## src/hdl/sw_dfr_pkg.sv

```systemverilog
// ----------------------------------------------------------------------------
// sw_dfr_pkg
// types and constants shared by the sync word deframer
// ----------------------------------------------------------------------------
package sw_dfr_pkg;

    localparam int unsigned SYNC_BYTES = 4;
    localparam int unsigned CFG_IDX_W  = 2;
    localparam int unsigned CFG_DATA_W = 32;

    localparam logic [CFG_IDX_W-1:0] CFG_SYNC_WORD      = 2'd0;
    localparam logic [CFG_IDX_W-1:0] CFG_PAYLOAD_LENGTH = 2'd1;
    localparam logic [CFG_IDX_W-1:0] CFG_IDLE_LIMIT     = 2'd2;

    localparam logic [31:0] SYNC_WORD_RST      = 32'h7370_6F30;
    localparam logic [15:0] PAYLOAD_LENGTH_RST = 16'd64;
    localparam logic [15:0] IDLE_LIMIT_RST     = 16'd100;

    localparam logic [16:0] IDLE_MAX = 17'h1_FFFF;

    typedef enum logic [2:0] {
        EV_NONE            = 3'd0,
        EV_BYTE            = 3'd1,
        EV_LAST            = 3'd2,
        EV_SYNC_TIMEOUT    = 3'd3,
        EV_PAYLOAD_TIMEOUT = 3'd4
    } t_event;

    typedef struct packed {
        logic [31:0] sync_word;
        logic [15:0] payload_length;
        logic [15:0] idle_limit;
    } t_cfg;

    typedef struct packed {
        logic [2:0]  event_res;
        logic [7:0]  data;
        logic [15:0] byte_index;
    } t_result;

endpackage

```

## src/hdl/sw_dfr_if.sv

```systemverilog
// ----------------------------------------------------------------------------
// sw_dfr_if
// valid/ready channels for received bytes and for deframer events
// ----------------------------------------------------------------------------
interface sw_dfr_in_if;
    logic       valid;
    logic       ready;
    logic       op;
    logic [7:0] rx_byte;

    modport source (output valid, output op, output rx_byte, input ready);
    modport sink (input valid, input op, input rx_byte, output ready);
endinterface

interface sw_dfr_out_if;
    logic        valid;
    logic        ready;
    logic [2:0]  event_res;
    logic [7:0]  data;
    logic [15:0] byte_index;

    modport source (output valid, output event_res, output data, output byte_index,
                    input ready);
    modport sink (input valid, input event_res, input data, input byte_index,
                  output ready);
endinterface

```

## src/hdl/sw_dfr_engine.sv

```systemverilog
// ----------------------------------------------------------------------------
// sw_dfr_engine
// sync hunt, payload count and idle timeout state, one transaction per cycle while i_accept is high
// ----------------------------------------------------------------------------
module sw_dfr_engine
    import sw_dfr_pkg::*;
(
    input  logic       i_clk,
    input  logic       i_rst_n,
    input  logic       i_accept,
    input  logic       i_op,
    input  logic [7:0] i_rx_byte,
    input  t_cfg       i_cfg,
    output t_result    o_result
);

    logic        r_in_payload, n_in_payload;
    logic [1:0]  r_sync_matched, n_sync_matched;
    logic [15:0] r_payload_count, n_payload_count;
    logic [16:0] r_idle_count, n_idle_count;

    logic [7:0]  sync_cur;
    logic [16:0] idle_inc;
    logic [15:0] cnt_inc;

    always_comb begin
        case (r_sync_matched)
            2'd0:    sync_cur = i_cfg.sync_word[7:0];
            2'd1:    sync_cur = i_cfg.sync_word[15:8];
            2'd2:    sync_cur = i_cfg.sync_word[23:16];
            default: sync_cur = i_cfg.sync_word[31:24];
        endcase
    end

    assign idle_inc = (r_idle_count < IDLE_MAX) ? r_idle_count + 17'd1 : r_idle_count;
    assign cnt_inc  = r_payload_count + 16'd1;

    always_comb begin
        n_in_payload    = r_in_payload;
        n_sync_matched  = r_sync_matched;
        n_payload_count = r_payload_count;
        n_idle_count    = r_idle_count;
        o_result        = '{event_res: EV_NONE, data: 8'd0, byte_index: 16'd0};
        if (!i_op) begin
            n_idle_count = idle_inc;
            if (idle_inc > {1'b0, i_cfg.idle_limit}) begin
                o_result.event_res = r_in_payload ? EV_PAYLOAD_TIMEOUT : EV_SYNC_TIMEOUT;
                n_in_payload    = 1'b0;
                n_sync_matched  = 2'd0;
                n_payload_count = 16'd0;
                n_idle_count    = 17'd0;
            end
        end else begin
            n_idle_count = 17'd0;
            if (!r_in_payload) begin
                if (i_rx_byte == sync_cur) begin
                    if (r_sync_matched == 2'(SYNC_BYTES - 1)) begin
                        n_sync_matched  = 2'd0;
                        n_in_payload    = 1'b1;
                        n_payload_count = 16'd0;
                    end else begin
                        n_sync_matched = r_sync_matched + 2'd1;
                    end
                end else begin
                    // retry the breaking byte as the first sync byte
                    n_sync_matched = (i_rx_byte == i_cfg.sync_word[7:0]) ? 2'd1 : 2'd0;
                end
            end else begin
                o_result.data       = i_rx_byte;
                o_result.byte_index = r_payload_count;
                n_payload_count     = cnt_inc;
                if (cnt_inc == i_cfg.payload_length) begin
                    o_result.event_res = EV_LAST;
                    n_in_payload    = 1'b0;
                    n_sync_matched  = 2'd0;
                    n_payload_count = 16'd0;
                end else begin
                    o_result.event_res = EV_BYTE;
                end
            end
        end
    end

    always_ff @(posedge i_clk) begin
        if (!i_rst_n) begin
            r_in_payload    <= 1'b0;
            r_sync_matched  <= 2'd0;
            r_payload_count <= 16'd0;
            r_idle_count    <= 17'd0;
        end else if (i_accept) begin
            r_in_payload    <= n_in_payload;
            r_sync_matched  <= n_sync_matched;
            r_payload_count <= n_payload_count;
            r_idle_count    <= n_idle_count;
        end
    end

endmodule

```

## src/hdl/sw_dfr_obuf.sv

```systemverilog
// ----------------------------------------------------------------------------
// sw_dfr_obuf
// result register with skid stage, ready toward the engine is registered
// ----------------------------------------------------------------------------
module sw_dfr_obuf
    import sw_dfr_pkg::*;
(
    input  logic    i_clk,
    input  logic    i_rst_n,
    input  logic    i_push,
    input  t_result i_result,
    output logic    o_ready,
    output logic    o_valid,
    input  logic    i_pop_ready,
    output t_result o_result
);

    logic    r_main_v;
    logic    r_skid_v;
    t_result r_main;
    t_result r_skid;
    logic    pop;

    assign o_ready  = !r_skid_v;
    assign o_valid  = r_main_v;
    assign o_result = r_main;
    assign pop      = r_main_v && i_pop_ready;

    always_ff @(posedge i_clk) begin
        if (!i_rst_n) begin
            r_main_v <= 1'b0;
            r_skid_v <= 1'b0;
        end else if (pop) begin
            if (r_skid_v) begin
                r_skid_v <= 1'b0;
            end else begin
                r_main_v <= i_push;
            end
        end else if (i_push) begin
            if (r_main_v) begin
                r_skid_v <= 1'b1;
            end else begin
                r_main_v <= 1'b1;
            end
        end
    end

    always_ff @(posedge i_clk) begin
        if (pop) begin
            r_main <= r_skid_v ? r_skid : i_result;
        end else if (i_push) begin
            if (r_main_v) begin
                r_skid <= i_result;
            end else begin
                r_main <= i_result;
            end
        end
    end

endmodule

```

## src/hdl/sync_word_deframer_with_timeout_core.sv

```systemverilog
// ----------------------------------------------------------------------------
// sync_word_deframer_with_timeout_core
// hunts a four-byte sync word, passes a fixed-length payload, times out on idle
//
//   channel   dir   handshake           payload
//   i_rx      in    valid/ready         op, rx_byte
//   o_ev      out   valid/ready         event_res, data, byte_index
//   i_cfg_*   in    write enable only   index, 32-bit data
//
// one transaction accepted per cycle while ready is high, its event registered in the result register or skid stage
// the result register plus a skid stage hold up to two events
// ready drops only while both are full
// synchronous active-low reset loads the default register values
// ----------------------------------------------------------------------------
module sync_word_deframer_with_timeout_core
    import sw_dfr_pkg::*;
(
    input  logic                  i_clk,
    input  logic                  i_rst_n,
    sw_dfr_in_if.sink             i_rx,
    sw_dfr_out_if.source          o_ev,
    input  logic                  i_cfg_we,
    input  logic [CFG_IDX_W-1:0]  i_cfg_idx,
    input  logic [CFG_DATA_W-1:0] i_cfg_data
);

    t_cfg    r_cfg;
    t_result eng_result;
    t_result buf_result;
    logic    accept;
    logic    buf_ready;

    always_ff @(posedge i_clk) begin
        if (!i_rst_n) begin
            r_cfg.sync_word      <= SYNC_WORD_RST;
            r_cfg.payload_length <= PAYLOAD_LENGTH_RST;
            r_cfg.idle_limit     <= IDLE_LIMIT_RST;
        end else if (i_cfg_we) begin
            case (i_cfg_idx)
                CFG_SYNC_WORD:      r_cfg.sync_word      <= i_cfg_data;
                CFG_PAYLOAD_LENGTH: r_cfg.payload_length <= i_cfg_data[15:0];
                CFG_IDLE_LIMIT:     r_cfg.idle_limit     <= i_cfg_data[15:0];
                default: ;
            endcase
        end
    end

    assign i_rx.ready = buf_ready;
    assign accept     = i_rx.valid && buf_ready;

    sw_dfr_engine u_engine (
        .i_clk     (i_clk),
        .i_rst_n   (i_rst_n),
        .i_accept  (accept),
        .i_op      (i_rx.op),
        .i_rx_byte (i_rx.rx_byte),
        .i_cfg     (r_cfg),
        .o_result  (eng_result)
    );

    sw_dfr_obuf u_obuf (
        .i_clk       (i_clk),
        .i_rst_n     (i_rst_n),
        .i_push      (accept),
        .i_result    (eng_result),
        .o_ready     (buf_ready),
        .o_valid     (o_ev.valid),
        .i_pop_ready (o_ev.ready),
        .o_result    (buf_result)
    );

    assign o_ev.event_res  = buf_result.event_res;
    assign o_ev.data       = buf_result.data;
    assign o_ev.byte_index = buf_result.byte_index;

endmodule

```

## src/flat_wrapper.sv

```systemverilog
// flat-port wrapper written by rule: the top's interface ports become plain ports
module sync_word_deframer_with_timeout_core_flat import sw_dfr_pkg::*;
  (i_clk, i_rst_n, i_cfg_we, i_cfg_idx, i_cfg_data, i_rx_valid, i_rx_op, i_rx_rx_byte, i_rx_ready, o_ev_valid, o_ev_event_res, o_ev_data, o_ev_byte_index, o_ev_ready);
  sw_dfr_in_if i_rx_i ();
  sw_dfr_out_if o_ev_i ();
  input  logic i_clk;
  input  logic i_rst_n;
  input  logic i_cfg_we;
  input  logic [CFG_IDX_W-1:0] i_cfg_idx;
  input  logic [CFG_DATA_W-1:0] i_cfg_data;
  input wire logic [$bits(i_rx_i.valid)-1:0] i_rx_valid;
  input wire logic [$bits(i_rx_i.op)-1:0] i_rx_op;
  input wire logic [$bits(i_rx_i.rx_byte)-1:0] i_rx_rx_byte;
  output wire logic [$bits(i_rx_i.ready)-1:0] i_rx_ready;
  output wire logic [$bits(o_ev_i.valid)-1:0] o_ev_valid;
  output wire logic [$bits(o_ev_i.event_res)-1:0] o_ev_event_res;
  output wire logic [$bits(o_ev_i.data)-1:0] o_ev_data;
  output wire logic [$bits(o_ev_i.byte_index)-1:0] o_ev_byte_index;
  input wire logic [$bits(o_ev_i.ready)-1:0] o_ev_ready;
  assign i_rx_i.valid = i_rx_valid;
  assign i_rx_i.op = i_rx_op;
  assign i_rx_i.rx_byte = i_rx_rx_byte;
  assign i_rx_ready = i_rx_i.ready;
  assign o_ev_valid = o_ev_i.valid;
  assign o_ev_event_res = o_ev_i.event_res;
  assign o_ev_data = o_ev_i.data;
  assign o_ev_byte_index = o_ev_i.byte_index;
  assign o_ev_i.ready = o_ev_ready;
  sync_word_deframer_with_timeout_core u_core (.i_clk(i_clk), .i_rst_n(i_rst_n), .i_rx(i_rx_i), .o_ev(o_ev_i), .i_cfg_we(i_cfg_we), .i_cfg_idx(i_cfg_idx), .i_cfg_data(i_cfg_data));
endmodule
```

## config.mk

```make
export PLATFORM = sky130hd
export DESIGN_NAME = sync_word_deframer_with_timeout_core_flat
export DESIGN_NICKNAME = d
export VERILOG_FILES = /design/src/hdl/sw_dfr_pkg.sv /design/src/hdl/sw_dfr_if.sv /design/src/hdl/sw_dfr_engine.sv /design/src/hdl/sw_dfr_obuf.sv /design/src/hdl/sync_word_deframer_with_timeout_core.sv /design/src/flat_wrapper.sv
export SDC_FILE = /design/constraint.sdc
export NUM_CORES = 1
export LEC_CHECK = 0
export BUFFER_PORTS_ARGS = -buffer_cell sky130_fd_sc_hd__buf_4
export CORE_MARGIN = 4
export CORE_UTILIZATION = 30
export DETAILED_ROUTE_END_ITERATION = 8
export RECOVER_POWER = 100
export SLEW_MARGIN = 20
export SYNTH_ARGS = -nofsm -noshare
export SYNTH_HDL_FRONTEND = slang
export SYNTH_HIERARCHICAL = 1
export SYNTH_SLANG_ARGS = --single-unit
export TNS_END_PERCENT = 1
```

## constraint.sdc

```tcl
create_clock -name i_clk -period 10.1 [get_ports i_clk]
set_input_delay 0.505 -clock i_clk [delete_from_list [all_inputs] [get_ports i_clk]]
set_output_delay 0.505 -clock i_clk [all_outputs]
set_load 0.01 [all_outputs]
```

# Word-level counts from Yosys, hierarchy flattened
# Cells that the tools add are included.
# classes
mux,36
n_div,0
n_shift,0
n_addsub,3
eq_ne,13
order_cmp,2
n_reduce_logical,18
n_mul,0
bitwise,2
# op_table
operator,count
$mux 27,5
$mux 16,6
$mux 17,3
$mux 24,1
$pmux 8 s3,1
$add 17x1->17 const B,1
$gt 17x16->1,1
$lt 17x17->1 const B,1
$add 16x1->16 const B,1
$eq 16x16->1,1
$eq 8x8->1,2
$mux 2,7
$reduce_and 2->1,7
$mux 1,10
$mux 3,3
$eq 2x2->1 const B,3
$ne 3x1->1 const B,2
$reduce_and 3->1,2
$eq 2x1->1 const B,2
$logic_not 2->1,2
$reduce_and 4->1,1
$reduce_bool 2->1,2
$ne 3x2->1 const B,1
$add 2x1->2 const B,1
6 further kinds,8
# word_totals
elab_cells,89
regBits,156
n_memories,0
inputBits,48
mem_bits_ro,0
out_inout_bits,29
ram_bits,0
latchBits,0

# Depth between registers and ports, before layout
# logic_depth
word_depth,8
mapped_depth,17
mapped_depth_nobuf,15

# Hierarchy
# The synthesis kept the hierarchy.
# by_module_without_submodules
module,cells_per_inst,seq_area_each_um2,area_each_um2,instances
sw_dfr_engine,508,720.7,3783.6,1
sync_word_deframer_with_timeout_core,262,1281.2,2590.0,1
sw_dfr_obuf,96,1661.6,2128.3,1

# Least setup slack after synthesis
# No wires, ideal clock.
# synth_path
path_kind,register -> register
startpoint,register u_core.u_engine.r_idle_count[3]
endpoint,register u_core.u_obuf.r_main (netlist bit u_core/u_obuf/o_result[25]) (data pin)
stages_incl_launch_ff,17
slack_ps,6072
synth_period_minus_slack_ps,4028
setup_ps,260
required_time_ps,9840
path_buffers,1
arrival_time_ps,3768
path_cell_list,dfxtp_1 > clkbuf_1 > nand3_1 > or4_1 > o211ai_1 > nor2_1 > and3_1 > xor2_1 > ha_1 > nand4_1 > or3_1 > o32ai_1 > a31o_2 > a21oi_1 > nand2b_1 > o21ai_0 > mux2_2
# synth_lines
element,line,source
start: declaration,sw_dfr_engine.sv:20,"logic [16:0] r_idle_count, n_idle_count;"
start signal: assignment,sw_dfr_engine.sv:94,r_idle_count <= n_idle_count;
end signal: assignment,sw_dfr_obuf.sv:50,r_main <= r_skid_v ? r_skid : i_result;
end signal: assignment,sw_dfr_obuf.sv:55,r_main <= i_result;
end: declaration,sw_dfr_obuf.sv:20,t_result r_main;

# Final worst setup path
# layout_path
startpoint,register u_core.u_engine.r_idle_count[10]
endpoint,register u_core.u_engine.r_idle_count[12]
# layout_between
elab_chain_len,5
elab_cells_between_ends,6
classes_between,1 x add/sub; 2 x order compare; 3 x mux
# layout_lines
element,line,source
$add 17x1->17 or $lt 17x17->1 (tied branches),sw_dfr_engine.sv:35,assign idle_inc = (r_idle_count < IDLE_MAX) ? r_idle_count + 17'd1 : r_idle_count;
$mux 17 *,sw_dfr_engine.sv:35,
$gt 17x16->1,sw_dfr_engine.sv:46,"if (idle_inc > {1'b0, i_cfg.idle_limit}) begin"
$mux 17 *,sw_dfr_engine.sv:46,
$mux 17 *,sw_dfr_engine.sv:44,if (!i_op) begin
# Mark *: on every way between the ends. The rest lies on a longest branch, timed or not.
# A chain may end at the register's enable or synchronous reset.

==> run metrics <==
status=complete, but fails checks; failing checks=capacitance limit, slew limit; Routed Antenna Nets=0; Synth area leader=dfxtp_1; Core ar.=27,860 um^2; Sink Count=156; Max clock buf depth=2; max-slew violations=97; Initial DRC Count=447; post-cts sizing count=0; CP Cell Sequence=nand4_1 > or4_1 > o211ai_1 > nor2_1 > and3_1 > xor2_1 > ha_1 > nand4_1 > or3_1 > o32ai_1 > a31o_1 > nand2_1 > nor2_1 > nand3b_1 > a21boi_0; setup violators final=0; synthesized area=8502 um^2; CP Class=reg -> reg; Worst-Skew Late Latency=0.44 ns; Nets=979; main combinational cell family by area after synthesis=simple AND/OR/NAND/NOR gates; hold_buf cts=0; Max FO, Critical Path=13; max frequency=196.7 MHz; CP arrival=5.44 ns; grt ovf=0; Post-synth ARST share=0; Req. time, crit path=10.46 ns; Worst Hold Class=in -> reg; syn_area_per_cell=9.817 um^2; Synth Area in Simple Gates=0.2038; Seq/Total Area, Yosys=0.4309; Critical Path Source Type=register; area grow syn2layout=12.60%; dpl ws=5.423 ns; Die Span Y=176.3 um; routing usage on met1=0.1832; GRT Overall Usage=0.1325; DR vias/cell=4.936; WL final=20.55 mm; antenna diode count=0; unrepaired setup endpoints after global routing=no; yosys warns=6; total CTS buffers=17; Mapped Nets=936; Starting Density=0.3052; Leak=3.720 nW; compound-cell area share of the yosys netlist=0.1173; leading cell types in the layout, fill and taps excluded=nand2_1, dfxtp_1, edfxtp_1, mux2i_1, inv_1; Tmin final=5.085 ns; site row count=61; CP max-delay cell=nor2_1; Setup Fix Bufs, Post-CTS=0; final hold vios=0; GR Util met2=0.2074; CP delay by family, top=simple AND/OR/NAND/NOR gates; Gate Count Post-Synth=866; gr busiest metal=met2; met3 Use GR=0.03126; Post-synth EDFFs=54; # H-tree levels=4; die width=176.3 um; Final HPWL DP=14.66 mm; commonest non-fill, non-tap cell in the layout=nand2_1; TritonCTS clock tree=yes; Buf/Inv on CP=0; post-synth cell types=82; Final Skew=0.02335 ns; First-pass DRT Iterations=5; share of layout cells above drive strength 1=0.1086; initial antenna violation count=0; Final TNS setup=0 ns; DRC Markers=0; post-synthesis mux area share=0.1035; vias post-DR=6,412; xor/xnor share of the synthesized area=0.05151; Yosys reg bits=156; I/O pins=77; ys flop type=dfxtp_1; fillers=2,910; Die ar.=31,100 um^2; top post-synthesis cells by area=dfxtp_1, edfxtp_1, mux2i_1; max_cap viols=1; pin count of the biggest net entering global routing=97; placer's final routability congestion estimate=0.8732; I/O Buffers=76; Cell Pwr Density=144.9 nW/um^2; CP Capture Type=register; wire per inst=15.82 um; max_slew headroom=-1.543; Peak VDD IR=113.0 uV; first-pass GRT wire length=33.13 mm; CTS Root Cell=clkbuf_16; final period utilization=0.5034; Clk pin slew, worst setup/hold paths=0.06 ns; final setup margin=5.015 ns; Synth Area in Adders=0.03238; Yosys top cell area share=0.2402; Worst path max stage delay=0.68 ns; Least-Margin Pin Slew=3.814 ns; vias in the first global route=6,266
[report_power, final]
part / switching, mW / internal, mW / total, mW
sequential: 0.0123 / 0.672 / 0.685
clock: 0.247 / 0.342 / 0.589
combinational: 0.0686 / 0.0448 / 0.113
total: 0.328 / 1.06 / 1.39
[worst min-delay path, stage by stage]
cell	delay, ns
buf_4	0.11
nand2_1	0.04
mux2i_1	0.05
[cells by family after synthesis]
logic type | after synthesis
muxes | 77
adders and majority gates | 22
buffers and inverters | 107
AOI/OAI and AO/OA | 141
and+or+nand+nor | 313
xor gates and xnor gates | 50
DFF | 156
[sequential cells by signal (all words and copies together) (netlist names)]
name and cells:
u_core/u_obuf/o_valid 1, u_core/u_engine/r_idle_count 17, u_core/u_obuf/r_skid 27, u_core/u_obuf/r_skid_v 1
u_core/u_engine/r_payload_count 16, u_core/u_engine/r_in_payload 1, u_core/u_obuf/o_result 27, u_core/r_cfg 64
u_core/u_engine/r_sync_matched 2
[through the flow]
stage / power [mW] / instances / cell area, um^2 / utilization / hold WS (ns)
finish: 1.387 / 1299 / 9573 / 0.3436 / 0.3189
global route: 1.446 / 1299 / 9573 / 0.3436 / 0.3287
CTS: 1.413 / 1299 / 9797 / 0.3517 / 0.3118
detailed placement: 0.8218 / 1268 / 9261 / 0.3325 / 0.4528
global placement: 0.8207 / 1268 / 9261 / 0.3325 / 0.4484
floorplan: 0.7693 / 866 / 8502 / - / 0.4341
[path summary, 6_finish.rpt]
path | endpoint | cells past startpoint | slack, ns | from
setup / recovery | u_core/u_engine/r_idle_count[12]$_SDFFE_PN0P_ | 15 | 5.02 | u_core/u_engine/r_idle_count[10]$_SDFFE_PN0P_
hold / removal | u_core/r_cfg[58]$_SDFFE_PN0P_ | 3 | 0.32 | i_cfg_data[26]
setup reg to reg | u_core/u_engine/r_idle_count[12]$_SDFFE_PN0P_ | 15 | 5.02 | u_core/u_engine/r_idle_count[10]$_SDFFE_PN0P_
hold reg to reg | u_core/r_cfg[4]$_SDFFE_PN0P_ | 2 | 0.46 | u_core/r_cfg[4]$_SDFFE_PN0P_
[metal layers]
layer	routed length [um]	up-vias
met2	9224	153
met3	1054	17
met1	9986	3053
met4	287	0
li1	-	3189
met5	0	-
[cell type report]
cell class | count | area (um^2) | share of cell area
clock buffers | 25 | 500.5 | 0.05228
clock inverters | 6 | 35.03 | 0.003660
inverters | 50 | 187.7 | 0.01961
multi-input cells | 603 | 4233 | 0.4422
flip-flops and latches | 156 | 3664 | 0.3827
well taps | 378 | 473.0 | 0.04941
repair buffers | 81 | 480.5 | 0.05019
[cell usage after synthesis (all sizes together), types with 4 or more instances]
| cell type | n |
|---|---|
| a21boi | 14 |
| a31oi | 4 |
| edfxtp | 54 |
| buf | 22 |
| o21a | 5 |
| and2 | 9 |
| ha | 22 |
| dfxtp | 102 |
| o211ai | 17 |
| mux2 | 27 |
| nand3b | 8 |
| nor2b | 21 |
| xnor2 | 25 |
| inv | 49 |
| clkbuf | 34 |
| nand4 | 17 |
| a21o | 5 |
| nor2 | 28 |
| or3 | 7 |
| o21ai | 31 |
| a211oi | 4 |
| a21oi | 25 |
| nand3 | 21 |
| xor2 | 25 |
| a222oi | 8 |
| mux2i | 50 |
| and3 | 24 |
| nor4 | 10 |
| nand2 | 122 |
| nor3 | 13 |
| nand4bb | 15 |
Power figures use the tool's default switching activity.
